$ cat src/sv/modexp_pkg.sv
// shared constants for the modular exponentiation block
package modexp_pkg;

    // width of the data payload fields on the channels (bad_modulus is one bit)
    localparam int unsigned FIELD_WIDTH = 32;

    // default operand width, range 8 to FIELD_WIDTH
    localparam int unsigned OPERAND_WIDTH_DEF = 32;

endpackage

$ cat src/sv/modexp_req_if.sv
// request channel: base, exponent and modulus
interface modexp_req_if import modexp_pkg::*; ();

    logic                   valid;
    logic                   ready;
    logic [FIELD_WIDTH-1:0] base;
    logic [FIELD_WIDTH-1:0] exponent;
    logic [FIELD_WIDTH-1:0] modulus;

    modport source (output valid, output base, output exponent, output modulus, input ready);
    modport sink   (input valid, input base, input exponent, input modulus, output ready);

endinterface

$ cat src/sv/modexp_rsp_if.sv
// result channel: power_mod and bad_modulus flag
interface modexp_rsp_if import modexp_pkg::*; ();

    logic                   valid;
    logic                   ready;
    logic [FIELD_WIDTH-1:0] power_mod;
    logic                   bad_modulus;

    modport source (output valid, output power_mod, output bad_modulus, input ready);
    modport sink   (input valid, input power_mod, input bad_modulus, output ready);

endinterface

$ cat src/sv/modexp_mulmod.sv
// bit-serial interleaved modular multiplier, one multiplier bit per cycle
module modexp_mulmod import modexp_pkg::*; #(
    parameter int unsigned W = OPERAND_WIDTH_DEF
) (
    input  logic         clk,
    input  logic         rst_n,
    input  logic         start,
    input  logic [W-1:0] x,
    input  logic [W-1:0] y,
    input  logic [W-1:0] m,
    output logic         done,
    output logic [W-1:0] p
);

    localparam int unsigned CW = $clog2(W);

    logic          busy_reg, busy_next;
    logic          done_reg, done_next;
    logic [CW-1:0] cnt_reg, cnt_next;
    logic [W-1:0]  r_reg, r_next;
    logic [W-1:0]  x_reg, x_next;
    logic [W-1:0]  y_reg, y_next;
    logic [W-1:0]  m_reg, m_next;

    logic [W:0] m_ext;
    logic [W:0] dbl;
    logic [W:0] dbl_red;
    logic [W:0] sum;
    logic [W:0] sum_red;

    // r = 2r mod m, then r = r + x*y_i mod m; x <= m keeps one subtract enough
    always_comb
    begin
        m_ext   = {1'b0, m_reg};
        dbl     = {r_reg, 1'b0};
        dbl_red = (dbl >= m_ext) ? (dbl - m_ext) : dbl;
        sum     = dbl_red + (y_reg[W-1] ? {1'b0, x_reg} : '0);
        sum_red = (sum >= m_ext) ? (sum - m_ext) : sum;
    end

    always_comb
    begin
        busy_next = busy_reg;
        done_next = 1'b0;
        cnt_next  = cnt_reg;
        r_next    = r_reg;
        x_next    = x_reg;
        y_next    = y_reg;
        m_next    = m_reg;
        if (start)
        begin
            busy_next = 1'b1;
            cnt_next  = CW'(W - 1);
            r_next    = '0;
            x_next    = x;
            y_next    = y;
            m_next    = m;
        end
        else if (busy_reg)
        begin
            r_next = sum_red[W-1:0];
            y_next = {y_reg[W-2:0], 1'b0};
            if (cnt_reg == '0)
            begin
                busy_next = 1'b0;
                done_next = 1'b1;
            end
            else
            begin
                cnt_next = cnt_reg - 1'b1;
            end
        end
    end

    always_ff @(posedge clk or negedge rst_n)
    begin
        if (!rst_n)
        begin
            busy_reg <= 1'b0;
            done_reg <= 1'b0;
            cnt_reg  <= '0;
        end
        else
        begin
            busy_reg <= busy_next;
            done_reg <= done_next;
            cnt_reg  <= cnt_next;
        end
    end

    always_ff @(posedge clk)
    begin
        r_reg <= r_next;
        x_reg <= x_next;
        y_reg <= y_next;
        m_reg <= m_next;
    end

    assign done = done_reg;
    assign p    = r_reg;

endmodule

$ cat src/sv/modular_exponentiation.sv
// modular exponentiation top level: right-to-left square-and-multiply
//
//   channel  dir  payload                        request taken when
//   req      in   base, exponent, modulus        req.valid && req.ready
//   rsp      out  power_mod, bad_modulus         rsp.valid && rsp.ready
//
// one request at a time; every modular product goes through one shared
// bit-serial multiplier: S_START pulses its start, then it shifts through
// the multiplier bits while the sequencer waits in S_WAIT, and it raises done.
// a zero modulus skips the multiplier and finishes with the error flag set
// reset clears the control state only; no memory, no clearing pass
// req.ready stays high while idle, even when a result waits on a stalled rsp
module modular_exponentiation import modexp_pkg::*; #(
    parameter int unsigned OPERAND_WIDTH = OPERAND_WIDTH_DEF
) (
    input  logic         clk,
    input  logic         rst_n,
    modexp_req_if.sink   req,
    modexp_rsp_if.source rsp
);

    localparam int unsigned W = OPERAND_WIDTH;

    // sequencer states
    localparam logic [2:0] S_IDLE   = 3'd0;
    localparam logic [2:0] S_START  = 3'd1;
    localparam logic [2:0] S_WAIT   = 3'd2;
    localparam logic [2:0] S_STEP   = 3'd3;
    localparam logic [2:0] S_FINISH = 3'd4;

    // product kinds run on the shared multiplier
    localparam logic [1:0] OP_RED = 2'd0;  // base mod m, as 1 * base
    localparam logic [1:0] OP_MUL = 2'd1;  // acc * sq
    localparam logic [1:0] OP_SQR = 2'd2;  // sq * sq

    logic [2:0]   state_reg, state_next;
    logic [1:0]   op_reg, op_next;
    logic [W-1:0] base_reg, base_next;
    logic [W-1:0] exp_reg, exp_next;
    logic [W-1:0] mod_reg, mod_next;
    logic [W-1:0] acc_reg, acc_next;
    logic [W-1:0] sq_reg, sq_next;
    logic         bad_reg, bad_next;

    logic                   out_valid_reg, out_valid_next;
    logic [FIELD_WIDTH-1:0] out_pow_reg, out_pow_next;
    logic                   out_bad_reg, out_bad_next;

    logic         req_take;
    logic         mm_start;
    logic [W-1:0] mm_x;
    logic [W-1:0] mm_y;
    logic         mm_done;
    logic [W-1:0] mm_p;

    assign req.ready = (state_reg == S_IDLE);
    assign req_take  = req.valid && req.ready;

    // operand select for the shared multiplier; the multiplicand stays <= m
    always_comb
    begin
        mm_start = (state_reg == S_START);
        case (op_reg)
            OP_RED:
            begin
                mm_x = W'(1);
                mm_y = base_reg;
            end
            OP_MUL:
            begin
                mm_x = sq_reg;
                mm_y = acc_reg;
            end
            OP_SQR:
            begin
                mm_x = sq_reg;
                mm_y = sq_reg;
            end
            default:
            begin
                mm_x = '0;
                mm_y = '0;
            end
        endcase
    end

    modexp_mulmod #(
        .W (W)
    ) u_mulmod (
        .clk   (clk),
        .rst_n (rst_n),
        .start (mm_start),
        .x     (mm_x),
        .y     (mm_y),
        .m     (mod_reg),
        .done  (mm_done),
        .p     (mm_p)
    );

    always_comb
    begin
        state_next     = state_reg;
        op_next        = op_reg;
        base_next      = base_reg;
        exp_next       = exp_reg;
        mod_next       = mod_reg;
        acc_next       = acc_reg;
        sq_next        = sq_reg;
        bad_next       = bad_reg;
        out_valid_next = out_valid_reg && !rsp.ready;
        out_pow_next   = out_pow_reg;
        out_bad_next   = out_bad_reg;

        case (state_reg)
            S_IDLE:
            begin
                if (req_take)
                begin
                    // only the low operand bits take part
                    base_next = req.base[W-1:0];
                    exp_next  = req.exponent[W-1:0];
                    mod_next  = req.modulus[W-1:0];
                    acc_next  = W'(1);
                    op_next   = OP_RED;
                    if (req.modulus[W-1:0] == '0)
                    begin
                        // zero modulus: flag it, result forced to zero
                        bad_next   = 1'b1;
                        acc_next   = '0;
                        state_next = S_FINISH;
                    end
                    else
                    begin
                        bad_next   = 1'b0;
                        state_next = S_START;
                    end
                end
            end
            S_START:
            begin
                state_next = S_WAIT;
            end
            S_WAIT:
            begin
                if (mm_done)
                begin
                    case (op_reg)
                        OP_RED:
                        begin
                            sq_next    = mm_p;
                            state_next = S_STEP;
                        end
                        OP_MUL:
                        begin
                            acc_next = mm_p;
                            // square only when higher exponent bits remain
                            if (exp_reg[W-1:1] != '0)
                            begin
                                op_next    = OP_SQR;
                                state_next = S_START;
                            end
                            else
                            begin
                                exp_next   = exp_reg >> 1;
                                state_next = S_STEP;
                            end
                        end
                        default:
                        begin
                            sq_next    = mm_p;
                            exp_next   = exp_reg >> 1;
                            state_next = S_STEP;
                        end
                    endcase
                end
            end
            S_STEP:
            begin
                // one exponent bit per round, lsb first
                if (exp_reg == '0)
                begin
                    state_next = S_FINISH;
                end
                else if (exp_reg[0])
                begin
                    op_next    = OP_MUL;
                    state_next = S_START;
                end
                else
                begin
                    op_next    = OP_SQR;
                    state_next = S_START;
                end
            end
            S_FINISH:
            begin
                // hand over once the output register is free
                if (!out_valid_reg || rsp.ready)
                begin
                    out_valid_next = 1'b1;
                    out_pow_next   = FIELD_WIDTH'(acc_reg);
                    out_bad_next   = bad_reg;
                    state_next     = S_IDLE;
                end
            end
            default:
            begin
                state_next = S_IDLE;
            end
        endcase
    end

    always_ff @(posedge clk or negedge rst_n)
    begin
        if (!rst_n)
        begin
            state_reg     <= S_IDLE;
            op_reg        <= OP_RED;
            out_valid_reg <= 1'b0;
        end
        else
        begin
            state_reg     <= state_next;
            op_reg        <= op_next;
            out_valid_reg <= out_valid_next;
        end
    end

    always_ff @(posedge clk)
    begin
        base_reg    <= base_next;
        exp_reg     <= exp_next;
        mod_reg     <= mod_next;
        acc_reg     <= acc_next;
        sq_reg      <= sq_next;
        bad_reg     <= bad_next;
        out_pow_reg <= out_pow_next;
        out_bad_reg <= out_bad_next;
    end

    assign rsp.valid       = out_valid_reg;
    assign rsp.power_mod   = out_pow_reg;
    assign rsp.bad_modulus = out_bad_reg;

endmodule
$ cat src/flat_wrapper.sv
// flat-port wrapper written by rule: the top's interface ports become plain ports
module modular_exponentiation_flat import modexp_pkg::*;
#(
    parameter int unsigned OPERAND_WIDTH = OPERAND_WIDTH_DEF
)
  (clk, rst_n, req_valid, req_base, req_exponent, req_modulus, req_ready, rsp_valid, rsp_power_mod, rsp_bad_modulus, rsp_ready);
  modexp_req_if req_i ();
  modexp_rsp_if rsp_i ();
  input  logic clk;
  input  logic rst_n;
  input wire logic [$bits(req_i.valid)-1:0] req_valid;
  input wire logic [$bits(req_i.base)-1:0] req_base;
  input wire logic [$bits(req_i.exponent)-1:0] req_exponent;
  input wire logic [$bits(req_i.modulus)-1:0] req_modulus;
  output wire logic [$bits(req_i.ready)-1:0] req_ready;
  output wire logic [$bits(rsp_i.valid)-1:0] rsp_valid;
  output wire logic [$bits(rsp_i.power_mod)-1:0] rsp_power_mod;
  output wire logic [$bits(rsp_i.bad_modulus)-1:0] rsp_bad_modulus;
  input wire logic [$bits(rsp_i.ready)-1:0] rsp_ready;
  assign req_i.valid = req_valid;
  assign req_i.base = req_base;
  assign req_i.exponent = req_exponent;
  assign req_i.modulus = req_modulus;
  assign req_ready = req_i.ready;
  assign rsp_valid = rsp_i.valid;
  assign rsp_power_mod = rsp_i.power_mod;
  assign rsp_bad_modulus = rsp_i.bad_modulus;
  assign rsp_i.ready = rsp_ready;
  modular_exponentiation #(.OPERAND_WIDTH(OPERAND_WIDTH)) u_core (.clk(clk), .rst_n(rst_n), .req(req_i), .rsp(rsp_i));
endmodule
$ cat config.mk
export PLATFORM = sky130hd
export DESIGN_NAME = modular_exponentiation_flat
export DESIGN_NICKNAME = d
export VERILOG_FILES = /design/src/sv/modexp_pkg.sv /design/src/sv/modexp_req_if.sv /design/src/sv/modexp_rsp_if.sv /design/src/sv/modexp_mulmod.sv /design/src/sv/modular_exponentiation.sv /design/src/flat_wrapper.sv
export SDC_FILE = /design/constraint.sdc
export NUM_CORES = 1
export LEC_CHECK = 0
export ABC_CLOCK_PERIOD_IN_PS = 8180
export BUFFER_PORTS_ARGS = -buffer_cell sky130_fd_sc_hd__buf_4
export CAP_MARGIN = 40
export CELL_PAD_IN_SITES_DETAIL_PLACEMENT = 0
export CELL_PAD_IN_SITES_GLOBAL_PLACEMENT = 1
export CORE_MARGIN = 10
export CORE_UTILIZATION = 35
export DETAILED_ROUTE_END_ITERATION = 12
export GPL_ROUTABILITY_DRIVEN = 0
export PLACE_DENSITY_LB_ADDON = 0.2
export SLEW_MARGIN = 20
export SYNTH_ARGS = -nofsm -noshare
export SYNTH_HDL_FRONTEND = slang
export SYNTH_SLANG_ARGS = --single-unit
$ cat constraint.sdc
create_clock -name clk -period 8.18 [get_ports clk]
set_input_delay 0.409 -clock clk [delete_from_list [all_inputs] [get_ports clk]]
set_output_delay 0.409 -clock clk [all_outputs]
set_load 0.05 [all_outputs]
After elaboration in Yosys (flattened, before gate mapping):

Cells that the tools add are included.

* bits in registers: 335
* word-level logic and storage cells: 107
* input bits: 100

* $lt $le $gt $ge: 2
* add/subtract/negate cells: 4
* eq/ne operators: 15
* muxes and demuxes: 44
* reductions and logical operators: 23
* bitwise logic cells: 1

Operators by type and width (count)
* 2-to-1 mux 32 bit: 10
* one-hot mux 32 bit (2 select lines): 4
* one-hot mux 32 bit (3 select lines): 1
* >= comparator 33 x 32 -> 1 bit: 2
* logical NOT 32 bit: 2
* adder 33 x 32 -> 33 bit: 1
* 2-to-1 mux 33 bit: 1
* subtractor 33 x 32 -> 33 bit: 1
* subtractor 32 bit: 1
* nonzero test 31 bit: 1
* 2-to-1 mux 3 bit: 6
* 2-to-1 mux 5 bit: 3
* one-hot mux 3 bit (5 select lines): 1
* 2-to-1 mux 2 bit: 7
* 2-to-1 mux 1 bit: 10
* != test 2 x 1 -> 1 bit, second input constant: 4
* != test 2 bit, second input constant: 4
* equality test 3 x 2 -> 1 bit, second input constant: 2
* one-hot mux 2 bit (3 select lines): 1
* AND reduction 2 bit: 3
* AND reduction 3 bit: 2
* AND reduction 6 bit: 1
* logical NOT 5 bit: 1
* AND reduction 5 bit: 1
* other kinds (16): 19

Logic depth before layout (Yosys ltp):

* depth in word-level cells: 5
* gate-level depth with buffers: 36
* depth with buffers taken out: 32

By module:

Synthesis repeated with hierarchy kept, for this count alone.

* cell total of the unflattened synthesis: 1633
* area, all modules: 18168.7 µm²

Modules (own cells, without submodules)
* modexp_mulmod: cells an instance 1115, times used 1, seq. area each 3698.5 µm², area an instance 10413.7 µm²
* modular_exponentiation: cells an instance 518, times used 1, seq. area each 5975.7 µm², area an instance 7754.9 µm²

Least setup slack after synthesis:

OpenSTA, ideal clock, no wires.

* path type: reg-to-reg
* from: register u_core.u_mulmod.m_reg[26]
* to: register u_core.u_mulmod.r_reg[8], in the netlist u_core.u_mulmod.p[8]
* required time: 8.048 ns
* data arrival time: 6.894 ns
* setup slack: 1.153 ns
* cell stages (with the launch flop): 36
* path buffers: 4
* cells stage by stage: edfxtp_1 > inv_1 > ha_1 > buf_2 > nand2_1 > nand2b_1 > a21o_1 > a21o_1 > o21bai_1 > a2111o_1 > nor2_1 > clkbuf_1 > mux2i_1 > inv_1 > fa_1 > nand2b_1 > a21o_1 > a211oi_1 > o21bai_1 > a21o_1 > a211oi_1 > o21a_1 > nor2_1 > ha_1 > a21o_1 > a21o_1 > a21o_1 > or3_1 > o221ai_1 > a21o_1 > o211ai_1 > mux2i_2 > buf_6 > buf_8 > mux2i_1 > a21oi_1

* cells in the longest elaborated chain, start to end: 5
* elaborated cells between the ends (all ways): 7
* those cells by class: 3 x add/sub; 2 x order compare; 2 x mux

RTL lines
* from (decl): RTL line modexp_mulmod.sv:23 `logic [W-1:0] m_reg, m_next;`
* from (signal assigned): RTL line modexp_mulmod.sv:96 `m_reg <= m_next;`
* subtractor 33 x 32 -> 33 bit / >= comparator 33 x 32 -> 1 bit (equally long branches): RTL line modexp_mulmod.sv:36 `dbl_red = (dbl >= m_ext) ? (dbl - m_ext) : dbl;`
* 2-to-1 mux 33 bit: RTL line modexp_mulmod.sv:36
* adder 33 x 32 -> 33 bit: RTL line modexp_mulmod.sv:37 `sum = dbl_red + (y_reg[W-1] ? {1'b0, x_reg} : '0);`
* >= comparator 33 x 32 -> 1 bit / subtractor 32 bit (equally long branches): RTL line modexp_mulmod.sv:38 `sum_red = (sum >= m_ext) ? (sum - m_ext) : sum;`
* 2-to-1 mux 32 bit (*): RTL line modexp_mulmod.sv:38
* to (signal assigned): RTL line modexp_mulmod.sv:93 `r_reg <= r_next;`
* to (decl): RTL line modexp_mulmod.sv:20 `logic [W-1:0] r_reg, r_next;`

Mark *: on every way between the ends. The rest lies on a longest branch, timed or not.
A chain may end at the register's enable or synchronous reset.

Final worst setup path:

* from: register u_core.u_mulmod.r_reg[25], in the netlist u_core.u_mulmod.p[25]
* to: register u_core.u_mulmod.r_reg[0], in the netlist u_core.u_mulmod.p[0]

* cells in the longest elaborated chain, start to end: 5
* elaborated cells between the ends (all ways): 7
* those cells by class: 3 x add/sub; 2 x order compare; 2 x mux

RTL lines (RTL line)
* subtractor 33 x 32 -> 33 bit / >= comparator 33 x 32 -> 1 bit (equally long branches): modexp_mulmod.sv:36
* 2-to-1 mux 33 bit (*): modexp_mulmod.sv:36
* adder 33 x 32 -> 33 bit (*): modexp_mulmod.sv:37
* >= comparator 33 x 32 -> 1 bit / subtractor 32 bit (equally long branches): modexp_mulmod.sv:38
* 2-to-1 mux 32 bit (*): modexp_mulmod.sv:38

Marks and branches as above.

==> results.txt <==
Worst hold endpoint -> u_core.base_reg[26]
Worst-Skew Late Latency -> 0.56 ns
Vias in the first global route -> 12930
Remaining global-route overflow -> 0
Vias after detailed routing -> 13150
CP max stage cell -> a2111o_1
Slew Limit Fails -> 0
Synth cell count leaders -> edfxtp_1, nand2_1, o21ai_0, ha_1, a21oi_1
Final Setup Violations -> 0
TritonCTS Buffers -> 40
Max FO, Critical Path -> 30
Clk root buf -> clkbuf_16
Core Area -> 51200 µm²
Starting Density -> 35.22%
FF-to-FF Start -> u_core.u_mulmod.p[25]
Area after DPL -> 20010 µm²
WS Path Type -> register to register
Worst-margin pin slew -> 0.7554 ns
Most frequent CP cell -> a21o_1
Most used DFF post-synth -> edfxtp_1
First-pass GRT wire length -> 78450 µm
First DRT Iteration DRCs -> 1021
CP Data Required Time -> 8.66 ns
Die Y -> 247.0 µm
IO Port Bufs -> 134
Crit path largest cell delay -> 0.52 ns
Mapped cell area -> 18030 µm²
RSZ-0062 raised after global routing -> no
Crit end category -> register
Fmax -> 0.1292 GHz
Reg2Reg Depth -> 31
Sequential cell area -> 9674 µm²
Final nets -> 1961
Yosys top cell area share -> 48.30%
Syn Inst Count -> 1593
Area grow syn2layout -> 19.01%
# diodes -> 0
Final period util -> 94.59%
Register bit total from synthesis -> 335
Worst hold start -> req_base[26]
Netlist cell types -> 71
R2R Setup Slk -> 0.44 ns
Layout cells sized above 1 -> 17.01%
Post-Syn Area per Cell -> 11.32 µm²
Io pins -> 135
Initial antenna violation count -> 0
Worst reg2reg path endpoint -> u_core.u_mulmod.p[0]
EDFF count, synth -> 290
Fin crit period -> 7.738 ns
Multi-input gate area -> 7950 µm²
CTS tree -> done
Setup TNS Final -> 0 ns
Top-count cell post-synth -> edfxtp_1
Die Area -> 61000 µm²
Final setup skew -> 0.01480 ns
GRT Util Overall -> 16.63%
Wire per inst -> 20.88 µm
Htree depth -> 2
Final Cell Area -> 21460 µm²
Worst EP arrival -> 8.21 ns
Cell taking the most area after synthesis -> edfxtp_1
Max-cap violations -> 0
Largest net degree at the start of global routing -> 66
Top post-synthesis cells by area -> edfxtp_1, ha_1, o21ai_0, dfxtp_1, and2_1
FP Rows -> 83
Sink Count -> 335
Clk pin slew, worst setup/hold paths -> 0.06 ns
# fillers -> 4897
Routed WL -> 51520 µm
Hold depth -> 1
Longest Clk Path Bufs -> 3
Sequential-to-total area share from yosys stat -> 53.65%
Drc violations -> 0
HPWL after DPL -> 38830 µm
Worst Hold Class -> input port to register
Yosys warnings -> 0
Ys async rst share -> 3.881%
Die X-Extent -> 247.0 µm
Initial DRT Pass Iterations -> 8
Worst Setup Start Kind -> register
Final-report hold violation count -> 0
ANT nets after route -> 0
Avg Vias per Cell -> 5.330
Status -> completed
Mapped Nets -> 1798
Worst rel slew slack -> 49.64%
[logic make-up (layout without fill, tap and decap cells)]
kind of cell | Yosys count | after routing | synth area share [%]
AND/OR/NAND/NOR | 455 | 455 | 12.84
AO/OA/AOI/OAI | 431 | 431 | 15.72
adder cells (fa/ha/maj) | 105 | 105 | 7.411
flip-flops | 335 | 335 | 53.65
XOR/XNOR | 87 | 87 | 4.226
buffers and inverters | 123 | 317 | 2.720
multiplexers | 57 | 57 | 3.435
[worst max-delay path by stage]
stage | startpoint | end | slack (ns) | cells after the start
floorplan | u_core.u_mulmod.m_reg[26] | u_core.u_mulmod.p[8] | 1.15 | 35
global placement | u_core.u_mulmod.m_reg[14] | u_core.u_mulmod.p[0] | 0.41 | 34
detailed placement | u_core.u_mulmod.m_reg[14] | u_core.u_mulmod.p[0] | 0.26 | 34
CTS | u_core.u_mulmod.m_reg[14] | u_core.u_mulmod.p[0] | 0.21 | 34
global route | u_core.u_mulmod.m_reg[26] | u_core.u_mulmod.p[24] | 0.03 | 33
finish | u_core.u_mulmod.p[25] | u_core.u_mulmod.p[0] | 0.44 | 31
[per-stage QoR]
step / setup WS, ns / hold WS, ns / utilization (%) / instances
after floorplan: 1.153 / 0.1134 / - / 1593
after global routing: 0.02762 / 0.004534 / 41.91 / 2467
after CTS: 0.2121 / 0.0005169 / 41.76 / 2462
after detailed placement: 0.2558 / 0.2768 / 39.08 / 2383
after global placement: 0.4092 / 0.2749 / 38.96 / 2381
final: 0.4424 / 0.03154 / 41.91 / 2467
[final cells by class]
cell class	count	share of cell area, %
clock buffers	47	5.079
clock inverters	26	1.020
inverters	60	1.050
multi-input cells	1135	37.05
flip-flops and latches	335	45.08
well taps	680	3.965
repair buffers	184	6.752
[layout by cell type (no fill, tap or decap), types with 20 or more instances in the layout]
master / n
nor4_1: 20
nor2_1: 62
mux2_2: 32
mux2i_1: 23
nand2_1: 132
a21oi_1: 96
buf_4: 175
clkbuf_16: 42
o21ai_0: 129
dfxtp_1: 32
inv_1: 59
a222oi_1: 32
edfxtp_1: 290
ha_1: 102
nor3_1: 29
a21o_1: 53
and2_1: 96
xor2_1: 34
xnor2_1: 51
nand3_1: 27
[critical path: cells and delay by family, from the launching register on]
kind                     cells  cell delay, ns
AND/OR/NAND/NOR              7            1.23
flip-flops                   1            0.48
buffers and inverters        2            0.33
adder cells (fa/ha/maj)      3            1.17
multiplexers                 3            0.83
AO/OA/AOI/OAI               16            3.60
[per-layer routing]
metal	track usage [%]	up-vias	part of all wire (%)	wire (µm)
met1	25.13	6371	51	26210
met4	4.673	0	2.2	1124
li1	-	6345	-	-
met2	23.67	369	41	21290
met5	0	-	0	0
met3	2.989	63	5.6	2900
[timing repair]
action | CTS | global route
endpoints found under the hold margin | 18 | 0
hold buffers | 6 | 0
endpoints found under the setup margin | 0 | 32
resized for setup | 0 | 8
setup buffers | 0 | 5
Power is left out: the tool's default activity adds up to more than one toggle a clock period on the data nets, which glitch-free logic cannot reach.
